[src/rtl/pim_pkg.sv]
// ----------------------------------------------------------------------------
// pim_pkg: shared types and constants for the PWM input measurement block
// Field widths, command and phase codes, and the control states.
// ----------------------------------------------------------------------------
package pim_pkg;

  // Field widths
  localparam int TS_W    = 16;          // capture counter width
  localparam int TICK_W  = 24;          // tick rate and frequency width
  localparam int PER_W   = TS_W + 1;    // period = on + off, no wrap
  localparam int DUTY_W  = 7;           // duty in whole percent
  localparam int DIV_W   = TICK_W;      // dividend and quotient width
  localparam int STEPS   = DIV_W;       // one quotient bit per cycle
  localparam int STEP_W  = $clog2(STEPS);

  localparam logic [TICK_W-1:0] TICK_RATE_RESET = TICK_W'(1000000);
  localparam logic [DIV_W-1:0]  PERCENT_SCALE   = DIV_W'(100);

  // Input command codes
  localparam logic CMD_START   = 1'b0;
  localparam logic CMD_CAPTURE = 1'b1;

  // Measurement phase: which edge is awaited
  typedef enum logic [1:0] {
    PH_RISE1 = 2'd0,
    PH_FALL  = 2'd1,
    PH_RISE2 = 2'd2,
    PH_IDLE  = 2'd3
  } phase_t;

  // Control sequencer states
  typedef enum logic [1:0] {
    CS_RUN  = 2'd0,   // taking input transactions
    CS_DIV  = 2'd1,   // dividers stepping
    CS_WAIT = 2'd2    // result ready, waiting for the output register
  } ctl_state_t;

  // Divider control and status
  typedef struct packed {
    logic start;
  } div_ctl_t;

  typedef struct packed {
    logic done;
  } div_sts_t;

endpackage

[src/rtl/pim_div.sv]
// ----------------------------------------------------------------------------
// pim_div: bit-serial restoring divider
// Unsigned DIV_W / PER_W division, one quotient bit per cycle.
// ----------------------------------------------------------------------------
module pim_div (
  input  logic                      clk,
  input  logic                      rst_n,
  input  pim_pkg::div_ctl_t         ctl,
  input  logic [pim_pkg::DIV_W-1:0] dividend,
  input  logic [pim_pkg::PER_W-1:0] divisor,
  output pim_pkg::div_sts_t         sts,
  output logic [pim_pkg::DIV_W-1:0] quotient
);

  logic [pim_pkg::DIV_W-1:0]  quo_r, quo_nxt;
  logic [pim_pkg::PER_W-1:0]  rem_r, rem_nxt;
  logic [pim_pkg::PER_W-1:0]  dvs_r, dvs_nxt;
  logic [pim_pkg::STEP_W-1:0] cnt_r, cnt_nxt;
  logic                       busy_r, busy_nxt;
  logic                       done_r, done_nxt;
  logic [pim_pkg::PER_W:0]    trial;
  logic                       fits;

  // Shift the next dividend bit into the partial remainder and try the divisor
  assign trial = {rem_r, quo_r[pim_pkg::DIV_W-1]};
  assign fits  = trial >= {1'b0, dvs_r};

  always_comb begin
    quo_nxt  = quo_r;
    rem_nxt  = rem_r;
    dvs_nxt  = dvs_r;
    cnt_nxt  = cnt_r;
    busy_nxt = busy_r;
    done_nxt = 1'b0;
    if (ctl.start) begin
      quo_nxt  = dividend;
      rem_nxt  = '0;
      dvs_nxt  = divisor;
      cnt_nxt  = pim_pkg::STEP_W'(pim_pkg::STEPS - 1);
      busy_nxt = 1'b1;
    end else if (busy_r) begin
      // remainder stays below the divisor, so the top trial bit drops out
      rem_nxt = fits ? pim_pkg::PER_W'(trial - {1'b0, dvs_r})
                     : trial[pim_pkg::PER_W-1:0];
      quo_nxt = {quo_r[pim_pkg::DIV_W-2:0], fits};
      cnt_nxt = cnt_r - 1'b1;
      if (cnt_r == '0) begin
        busy_nxt = 1'b0;
        done_nxt = 1'b1;
      end
    end
  end

  always_ff @(posedge clk) begin
    if (!rst_n) begin
      busy_r <= 1'b0;
      done_r <= 1'b0;
      cnt_r  <= '0;
    end else begin
      busy_r <= busy_nxt;
      done_r <= done_nxt;
      cnt_r  <= cnt_nxt;
    end
    quo_r <= quo_nxt;
    rem_r <= rem_nxt;
    dvs_r <= dvs_nxt;
  end

  assign sts.done = done_r;
  assign quotient = quo_r;

endmodule

[src/rtl/pwm_input_measure.sv]
// ----------------------------------------------------------------------------
// pwm_input_measure: PWM frequency and duty from input-capture timestamps
// Arms on a start command, records rise, fall and second rise, then divides unless the period is zero.
// ----------------------------------------------------------------------------
//  Channel  Direction  Handshake          Payload
//  in_      input      in_valid/in_stall  in_command, in_edge_rising, in_timestamp
//  out_     output     out_valid/out_stall out_freq_hz, out_duty_percent,
//                                          out_zero_period
//  cfg_     input      cfg_valid/cfg_ready cfg_data (tick_rate_hz)
//
//  Start commands, the first rising edge and the falling edge are taken without a stall.
//  The closing rising edge starts two bit-serial dividers side by side;
//  once both raise their done flags the result waits for a free output
//  register and is loaded into it, and the next transaction is taken after
//  that load; a zero period skips the dividers and goes straight to the
//  wait for the output register.
//  in_stall is high while dividing and until a result is loaded into the output
//  register; the output register lets one result sit while input continues.
//  Synchronous active-low reset; in_stall is high and cfg_ready low in reset.
// ----------------------------------------------------------------------------
module pwm_input_measure (
  input  logic                       clk,
  input  logic                       rst_n,
  // capture input
  input  logic                       in_valid,
  output logic                       in_stall,
  input  logic                       in_command,
  input  logic                       in_edge_rising,
  input  logic [pim_pkg::TS_W-1:0]   in_timestamp,
  // result output
  output logic                       out_valid,
  input  logic                       out_stall,
  output logic [pim_pkg::TICK_W-1:0] out_freq_hz,
  output logic [pim_pkg::DUTY_W-1:0] out_duty_percent,
  output logic                       out_zero_period,
  // configuration
  input  logic                       cfg_valid,
  output logic                       cfg_ready,
  input  logic [pim_pkg::TICK_W-1:0] cfg_data
);

  pim_pkg::ctl_state_t        state_r, state_nxt;
  pim_pkg::phase_t            phase_r, phase_nxt;
  logic [pim_pkg::TS_W-1:0]   rise_r, rise_nxt;
  logic [pim_pkg::TS_W-1:0]   fall_r, fall_nxt;
  logic [pim_pkg::TICK_W-1:0] tick_r, tick_nxt;
  logic                       zp_r, zp_nxt;
  logic                       ov_r, ov_nxt;
  logic [pim_pkg::TICK_W-1:0] freq_r, freq_nxt;
  logic [pim_pkg::DUTY_W-1:0] duty_r, duty_nxt;
  logic                       zo_r, zo_nxt;

  logic                       in_accept;
  logic                       third_edge;
  logic                       slot_free;
  logic                       load_out;
  logic [pim_pkg::TS_W-1:0]   on_time, off_time;
  logic [pim_pkg::PER_W-1:0]  period;
  logic                       period_zero;
  logic [pim_pkg::DIV_W-1:0]  on_scaled;
  pim_pkg::div_ctl_t          div_ctl;
  pim_pkg::div_sts_t          sts_f, sts_d;
  logic [pim_pkg::DIV_W-1:0]  quo_f, quo_d;

  assign in_accept = in_valid && !in_stall;
  assign slot_free = !ov_r || !out_stall;

  // Period from stored edges and the closing rising edge
  assign on_time     = fall_r - rise_r;
  assign off_time    = in_timestamp - fall_r;
  assign period      = {1'b0, on_time} + {1'b0, off_time};
  assign period_zero = period == '0;
  assign on_scaled   = pim_pkg::DIV_W'(on_time) * pim_pkg::PERCENT_SCALE;

  // Edge sequencing
  always_comb begin
    phase_nxt  = phase_r;
    rise_nxt   = rise_r;
    fall_nxt   = fall_r;
    third_edge = 1'b0;
    if (in_accept) begin
      if (in_command == pim_pkg::CMD_START) begin
        phase_nxt = pim_pkg::PH_RISE1;
      end else begin
        case (phase_r)
          pim_pkg::PH_RISE1: begin
            if (in_edge_rising) begin
              rise_nxt  = in_timestamp;
              phase_nxt = pim_pkg::PH_FALL;
            end
          end
          pim_pkg::PH_FALL: begin
            if (!in_edge_rising) begin
              fall_nxt  = in_timestamp;
              phase_nxt = pim_pkg::PH_RISE2;
            end
          end
          pim_pkg::PH_RISE2: begin
            if (in_edge_rising) begin
              phase_nxt  = pim_pkg::PH_IDLE;
              third_edge = 1'b1;
            end
          end
          default: ;
        endcase
      end
    end
  end

  // Sequencer next state
  always_comb begin
    state_nxt = state_r;
    case (state_r)
      pim_pkg::CS_RUN: begin
        if (third_edge) state_nxt = period_zero ? pim_pkg::CS_WAIT : pim_pkg::CS_DIV;
      end
      pim_pkg::CS_DIV: begin
        if (sts_f.done && sts_d.done) state_nxt = pim_pkg::CS_WAIT;
      end
      pim_pkg::CS_WAIT: begin
        if (slot_free) state_nxt = pim_pkg::CS_RUN;
      end
      default: state_nxt = pim_pkg::CS_RUN;
    endcase
  end

  // Sequencer outputs
  always_comb begin
    in_stall      = !rst_n || (state_r != pim_pkg::CS_RUN);
    cfg_ready     = rst_n;
    div_ctl.start = third_edge && !period_zero;
    load_out      = (state_r == pim_pkg::CS_WAIT) && slot_free;
  end

  // Zero-period flag, config register and output register
  always_comb begin
    zp_nxt   = zp_r;
    tick_nxt = tick_r;
    ov_nxt   = ov_r;
    freq_nxt = freq_r;
    duty_nxt = duty_r;
    zo_nxt   = zo_r;
    if (third_edge) zp_nxt = period_zero;
    if (cfg_valid && cfg_ready) tick_nxt = cfg_data;
    if (ov_r && !out_stall) ov_nxt = 1'b0;
    if (load_out) begin
      ov_nxt   = 1'b1;
      freq_nxt = zp_r ? '0 : quo_f;
      duty_nxt = zp_r ? '0 : quo_d[pim_pkg::DUTY_W-1:0];
      zo_nxt   = zp_r;
    end
  end

  always_ff @(posedge clk) begin
    if (!rst_n) begin
      state_r <= pim_pkg::CS_RUN;
      phase_r <= pim_pkg::PH_IDLE;
      rise_r  <= '0;
      fall_r  <= '0;
      tick_r  <= pim_pkg::TICK_RATE_RESET;
      ov_r    <= 1'b0;
    end else begin
      state_r <= state_nxt;
      phase_r <= phase_nxt;
      rise_r  <= rise_nxt;
      fall_r  <= fall_nxt;
      tick_r  <= tick_nxt;
      ov_r    <= ov_nxt;
    end
    zp_r   <= zp_nxt;
    freq_r <= freq_nxt;
    duty_r <= duty_nxt;
    zo_r   <= zo_nxt;
  end

  // Frequency: tick rate / period
  pim_div u_div_freq (
    .clk      (clk),
    .rst_n    (rst_n),
    .ctl      (div_ctl),
    .dividend (tick_r),
    .divisor  (period),
    .sts      (sts_f),
    .quotient (quo_f)
  );

  // Duty: on time * 100 / period
  pim_div u_div_duty (
    .clk      (clk),
    .rst_n    (rst_n),
    .ctl      (div_ctl),
    .dividend (on_scaled),
    .divisor  (period),
    .sts      (sts_d),
    .quotient (quo_d)
  );

  assign out_valid        = ov_r;
  assign out_freq_hz      = freq_r;
  assign out_duty_percent = duty_r;
  assign out_zero_period  = zo_r;

endmodule

[config.mk]
export PLATFORM = sky130hd
export DESIGN_NAME = pwm_input_measure
export DESIGN_NICKNAME = d
export VERILOG_FILES = /design/src/rtl/pim_pkg.sv /design/src/rtl/pim_div.sv /design/src/rtl/pwm_input_measure.sv
export SDC_FILE = /design/constraint.sdc
export NUM_CORES = 1
export LEC_CHECK = 0
export ABC_AREA = 0
export ABC_CLOCK_PERIOD_IN_PS = 7080
export BUFFER_PORTS_ARGS = -buffer_cell sky130_fd_sc_hd__buf_2
export CORE_MARGIN = 10
export CORE_UTILIZATION = 62
export DETAILED_ROUTE_END_ITERATION = 16
export PLACE_DENSITY = 0.85
export SETUP_SLACK_MARGIN = 0.3
export SLEW_MARGIN = 20
export SYNTH_ARGS = -nofsm -noshare
export SYNTH_HDL_FRONTEND = slang
export SYNTH_SLANG_ARGS = --single-unit
[constraint.sdc]
create_clock -name clk -period 7.08 [get_ports clk]
set_input_delay 0.708 -clock clk [delete_from_list [all_inputs] [get_ports clk]]
set_output_delay 0.708 -clock clk [all_outputs]
set_load 0.01 [all_outputs]
==> results of run 1 <==
## cells by family (layout without fill, tap and decap cells)
group                    Yosys count  count (layout)  synth area share
AO/OA/AOI/OAI                    272             272             0.132
XOR/XNOR                          88              88            0.0563
adder cells (fa/ha/maj)          151             151             0.147
buffers and inverters            184             270            0.0540
flip-flops                       207             207             0.372
multiplexers                     115             115            0.0926
AND/OR/NAND/NOR                  387             387             0.147
## through the flow
step	power, mW	instance area (um^2)	instances
6_report	3.64	15100	1770
5_1_grt	3.84	15100	1770
4_1_cts	3.66	15100	1769
3_5_place_dp	2.43	14300	1725
3_3_place_gp	2.39	14300	1725
2_1_floorplan	2.23	13700	1404
## worst max path at each step
stage                           start                                end  slack (ps)  depth (start not counted)
2_1_floorplan         in_timestamp[0]   u_div_freq.quotient[0]$_DFFE_PP_         820                         22
3_3_place_gp          in_timestamp[0]  u_div_duty.quotient[21]$_DFFE_PP_         440                         20
3_5_place_dp          in_timestamp[0]  u_div_duty.quotient[21]$_DFFE_PP_         290                         20
4_1_cts        fall_r[1]$_SDFFE_PN0P_   u_div_freq.quotient[0]$_DFFE_PP_         480                         19
5_1_grt        fall_r[1]$_SDFFE_PN0P_  u_div_duty.quotient[21]$_DFFE_PP_         390                         20
6_report       fall_r[1]$_SDFFE_PN0P_  u_div_duty.quotient[22]$_DFFE_PP_         810                         18
## per-layer routing
metal | vias to the layer above | wire, um
met3 | 47 | 1230
li1 | 5059 | -
met2 | 200 | 14700
met5 | - | 0
met1 | 4786 | 12500
met4 | 0 | 604
## worst reg2reg max path: stages (launching register included)
cell and delay, ps:
dfxtp_1 450, ha_1 280, nor2b_1 140, o31a_1 300
o21ai_0 170, nand2b_1 100, a21o_1 180, a21o_1 170
xor2_1 190, ha_1 280, o41ai_2 630, a22oi_1 190
or3_1 370, a41o_2 330, xnor2_1 160, or4_1 520
or4b_1 580, and2_4 280, or2_1 560
## cell type report
class	count	area share
clock buffer	34	0.0436
multi-input combinational	1013	0.522
sequential	207	0.337
clock inverter	10	0.00778
timing repair buffer	92	0.0328
inverter	134	0.0333
tap	280	0.0232
## flip-flops by register name, summed over array words and instances, names as in the netlist, 2 cells and up
register / cells
rise_r: 16
fall_r: 16
u_div_freq.rem_r: 17
u_div_freq.cnt_r: 5
u_div_duty.rem_r: 17
u_div_duty.quotient: 24
tick_r: 24
u_div_duty.cnt_r: 5
phase_r: 2
u_div_freq.quotient: 24
u_div_freq.dvs_r: 17
out_freq_hz: 24
out_duty_percent: 7
state_r: 2
## where the power goes
part           internal, mW  leakage (nW)  switching (mW)
Sequential             1.35          1.79          0.0838
Clock                 0.723         0.379           0.484
Combinational         0.458          4.71           0.542
Total                  2.53          6.87            1.11
## repair_timing
item / 4_1_cts / 5_1_grt
hold endpoints to repair: 0 / 0
hold buffers: 0 / 0
endpoints found under the setup margin: 0 / 95
gates resized for setup: 0 / 1
## cells in the final DEF, fill, tap and decap left out, drive strengths merged, types with 20 or more instances in the layout
cell | Yosys | layout
nand2 | 74 | 74
nor2 | 96 | 96
nor3 | 20 | 20
nor2b | 93 | 93
edfxtp | 95 | 95
dfxtp | 112 | 112
mux2i | 91 | 91
ha | 134 | 134
a21oi | 68 | 68
clkbuf | 35 | 34
xnor2 | 56 | 56
o21ai | 44 | 44
buf | 15 | 92
xor2 | 32 | 32
a21o | 45 | 45
mux2 | 24 | 24
inv | 134 | 135
nand2b | 20 | 20
a211oi | 35 | 35
==> impl_metrics.json, run 1 <==
{
  "p_leak_nw": 6.87,
  "insertion_delay_ps": 520,
  "crit_type": "reg -> reg",
  "pre_cts_ws_ps": 291,
  "ys_seq_area_frac": 0.372,
  "row_count": 54,
  "critical-path-top-delay-family": "simple AND/OR/NAND/NOR gates",
  "synth_commonest_cells": "ha_1 (134), inv_1 (133), dfxtp_1 (112), nor2_1 (96), edfxtp_1 (95)",
  "hpwl_um": 21200,
  "ys.flop_type": "dfxtp_1",
  "crit_path_cell_trace": "ha_1, nor2b_1, o31a_1, o21ai_0, nand2b_1, a21o_1, a21o_1, xor2_1, ha_1, o41ai_2, a22oi_1, or3_1, a41o_2, xnor2_1, or4_1, or4b_1, and2_4, or2_1",
  "cts_max_level": 1,
  "required_ps": 7210,
  "rr_worst_depth": 18,
  "r2r-end": "u_div_duty.quotient[22]$_DFFE_PP_",
  "synth_most_common_cell": "ha_1",
  "fp.dieH_um": 169,
  "synth-seq-cells": 207,
  "grt_antenna_before_repair": 0,
  "rsz0062_at_grt": "false",
  "hp-class": "in -> reg",
  "grt_max_degree": 78,
  "yosysTopAreaCell": "edfxtp_1",
  "synth-edff-count": 95,
  "diodes": 0,
  "cts_buffers": 24,
  "relSlewSlack": 0.282,
  "grt_usage": 0.199,
  "fillCellCount": 1584,
  "routedWlPerCell_um": 16.4,
  "route.vias.total": 10092,
  "post-route-util": 0.695,
  "critPathCaptureType": "flop",
  "cts.sinks": 207,
  "grt_pass1_vias": 10249,
  "ys_types": 76,
  "synth_cells": 1404,
  "outcome": "finished, final reports clean",
  "area.growth.synth_to_final_pct": 10.4,
  "power.density_nw_per_um2": 241,
  "finalHoldViolations": 0,
  "drtPass1Iterations": 4,
  "cts_root_buffer": "clkbuf_16",
  "io_pins": 82,
  "regArea_um2": 5100,
  "drive_gt1_frac": 0.119,
  "port_buffers": 81,
  "fin_nets": 1669,
  "met3_usage": 0.0271,
  "fin_crit_sh": 0.885,
  "setup_slack_ps": 814,
  "hold_path_startpoint": "cfg_data[14]",
  "fmax_ghz": 0.160,
  "ir_drop_v": 0.000188,
  "die_area_um2": 28400,
  "timing.final.max_slew_violations": 0,
  "drt-initial-drc-count": 677,
  "ys.warnings.count": 0,
  "syn_area_um2": 13700,
  "hold_depth": 3,
  "multi_input_area_um2": 7890,
  "critical_path.max_stage_delay_ps": 630,
  "synth_area_per_cell_um2": 9.75,
  "grt_overflow": 0,
  "crit_arrival_ps": 6400,
  "grt.met1_usage": 0.241,
  "r2r-start": "fall_r[1]$_SDFFE_PN0P_",
  "worstMarginPinSlew_ps": 1080,
  "wl_um": 29000,
  "synth_top_area_share": 0.208,
  "via_per_inst": 5.70,
  "synth_nets": 1601,
  "core_um2": 21800,
  "drc": 0,
  "grtUsageMet2": 0.363,
  "path_max_fanout": 21,
  "fin_setup_tns_ps": 0,
  "clk_path_buf_depth": 3,
  "die_x_um": 169,
  "cp_slowest_cell": "o41ai_2",
  "worstSetupStartpointType": "flop",
  "synth_area_leaders": "edfxtp_1 (21%), dfxtp_1 (16%), ha_1 (12%)",
  "cap_violations": 0,
  "grt.busiest_layer": "met2",
  "finClkSkew_ps": 15.5,
  "place_congestion": 0.866,
  "clkSlewWorstSetupHoldPaths_ps": 60,
  "grt_pass1_wl_um": 49000,
  "async_flop_share": 0,
  "rrSetupSlack_ps": 810,
  "min_period_ps": 6270,
  "ant_nets": 0,
  "setup_viol": 0,
  "critPathBufInv": 0,
  "holdWs_ps": 403,
  "post_cts_buffers": 0,
  "cts_tree": "done",
  "initial_core_util": 0.629,
  "hold_end": "tick_r[14]$_SDFFE_PN1P_"
}
No activity file was read; power rests on OpenSTA's default activity.
==> run 2, diff against run 1 <==
--- a/config.mk
+++ b/config.mk
@@ -11,7 +11,7 @@
 export CORE_MARGIN = 10
 export CORE_UTILIZATION = 62
 export DETAILED_ROUTE_END_ITERATION = 16
-export PLACE_DENSITY = 0.85
+export PLACE_DENSITY_LB_ADDON = 0.12
 export SETUP_SLACK_MARGIN = 0.3
 export SLEW_MARGIN = 20
 export SYNTH_ARGS = -nofsm -noshare
==> run 2 against run 1 <==
Clock skew is 1.6 ps lower. Total power hardly changed. Global-route usage is 0.26 points lower. Clock power hardly changed. First-iteration DRC count is 33% lower. Wire length is 1.2% lower. Die area stayed put. Count of clock-buffer cells in the layout is 7 lower. Sequential power hardly changed. Non-clock buffer count is 1 higher. Critical path type unchanged. Critical endpoint is now u_div_duty.quotient[17]$_DFFE_PP_. Largest cell class unchanged. Highest routed layer unchanged.
==> impl_metrics.json, run 2 (synthesized netlist as in run 1, its figures left out) <==
{
  "worstSetupStartpointType": "flop",
  "drtPass1Iterations": 6,
  "hpwl_um": 21400,
  "crit_path_cell_trace": "ha_1, nor2b_1, o31a_1, o21ai_0, nand2b_1, a21o_1, a21o_1, xor2_1, ha_1, o41ai_2, a22oi_1, or3_1, a41o_2, xnor2_1, or4_1, or4b_1, and2_4, or2_1",
  "fin_setup_tns_ps": 0,
  "cts.sinks": 207,
  "power.density_nw_per_um2": 241,
  "holdWs_ps": 393,
  "place_area_um2": 14300,
  "min_period_ps": 6240,
  "required_ps": 7210,
  "grt_usage": 0.197,
  "finalInstanceArea_um2": 15100,
  "cts_buffers": 23,
  "multi_input_area_um2": 7890,
  "outcome": "finished, final reports clean",
  "fmax_ghz": 0.160,
  "wl_um": 28600,
  "rsz0062_at_grt": "false",
  "drive_gt1_frac": 0.120,
  "placed_cells": 1726,
  "clkSlewWorstSetupHoldPaths_ps": 60,
  "fp.dieH_um": 169,
  "cap_violations": 0,
  "place_congestion": 0.899,
  "grt_pass1_vias": 9937,
  "relSlewSlack": 0.271,
  "fin_crit_sh": 0.881,
  "cp_slowest_cell": "or2_1",
  "cts_max_level": 1,
  "grt_overflow": 0,
  "row_count": 54,
  "crit_type": "reg -> reg",
  "core_um2": 21800,
  "diodes": 0,
  "fillCellCount": 1686,
  "route.vias.total": 9976,
  "crit_arrival_ps": 6370,
  "finalHoldViolations": 0,
  "path_max_fanout": 24,
  "layout_common_cells": "ha_1 (134), inv_1 (133), dfxtp_1 (111), nor2_1 (96), edfxtp_1 (95)",
  "worstMarginPinSlew_ps": 1090,
  "final_common_cell": "ha_1",
  "insertion_delay_ps": 530,
  "p_leak_nw": 6.89,
  "clk_path_buf_depth": 3,
  "port_buffers": 81,
  "fin_nets": 1669,
  "io_pins": 82,
  "regArea_um2": 5100,
  "setup_viol": 0,
  "ant_nets": 0,
  "routedWlPerCell_um": 16.2,
  "cts_root_buffer": "clkbuf_16",
  "via_per_inst": 5.64,
  "postCtsHoldBufs": 0,
  "die_area_um2": 28400,
  "grt_antenna_before_repair": 0,
  "hp-class": "in -> reg",
  "timing.final.max_slew_violations": 0,
  "initial_core_util": 0.629,
  "finClkSkew_ps": 13.9,
  "die_x_um": 169,
  "grt_pass1_wl_um": 47900,
  "area.growth.synth_to_final_pct": 10.5,
  "instances_no_fill": 1769,
  "grt_max_degree": 78,
  "critPathCaptureType": "flop",
  "drc": 0,
  "cts_tree": "done",
  "critical_path.max_stage_delay_ps": 600,
  "ir_drop_v": 0.000168,
  "drt-initial-drc-count": 455
}
## run 2: metrics by stage
stage	utilization	setup slack, ps	power, mW
6_report	0.696	843	3.64
5_1_grt	0.696	383	3.85
4_1_cts	0.694	503	3.66
3_5_place_dp	0.658	270	2.43
3_3_place_gp	0.658	506	2.40
2_1_floorplan	-	817	2.23
## run 2: worst paths after layout
kind	from	end	slack [ps]	cells past startpoint
min	cfg_data[19]	tick_r[19]$_SDFFE_PN1P_	390	3
min reg2reg	tick_r[18]$_SDFFE_PN1P_	tick_r[18]$_SDFFE_PN1P_	480	2
max	fall_r[1]$_SDFFE_PN0P_	u_div_duty.quotient[17]$_DFFE_PP_	840	18
max reg2reg	fall_r[1]$_SDFFE_PN0P_	u_div_duty.quotient[17]$_DFFE_PP_	840	18
## run 2: worst max-delay path: cells and delay by family (launching register included)
kind,cells,cell delay [ps]
XOR/XNOR,2,350
adder cells (fa/ha/maj),2,550
flip-flops,1,450
AND/OR/NAND/NOR,7,2590
AO/OA/AOI/OAI,7,1880
## run 2: metal layers
metal  vias up  share of wire  global-route usage  wire length, um
li1       5069              -                   -                -
met1      4707           0.44               0.237            12500
met2       160           0.51               0.357            14500
met3        40          0.038              0.0280             1090
met4         0          0.020              0.0507              573
met5         -              0                   0                0
## run 2: report_power, final
group | switching [mW] | internal [mW] | total, mW
registers | 0.0800 | 1.35 | 1.43
clock network | 0.498 | 0.723 | 1.22
logic | 0.534 | 0.458 | 0.992
total | 1.11 | 2.53 | 3.64
## run 2: repair_timing
action,4_1_cts,5_1_grt
setup buffers,0,0
setup endpoints to repair,0,32
resized for setup,0,1
## run 2: cell type report
cell class                 instances  area share
tap                              280      0.0232
timing repair buffer              93      0.0341
sequential                       207       0.337
inverter                         134      0.0332
multi-input combinational       1013       0.521
clock buffer                      27      0.0397
clock inverter                    15      0.0116
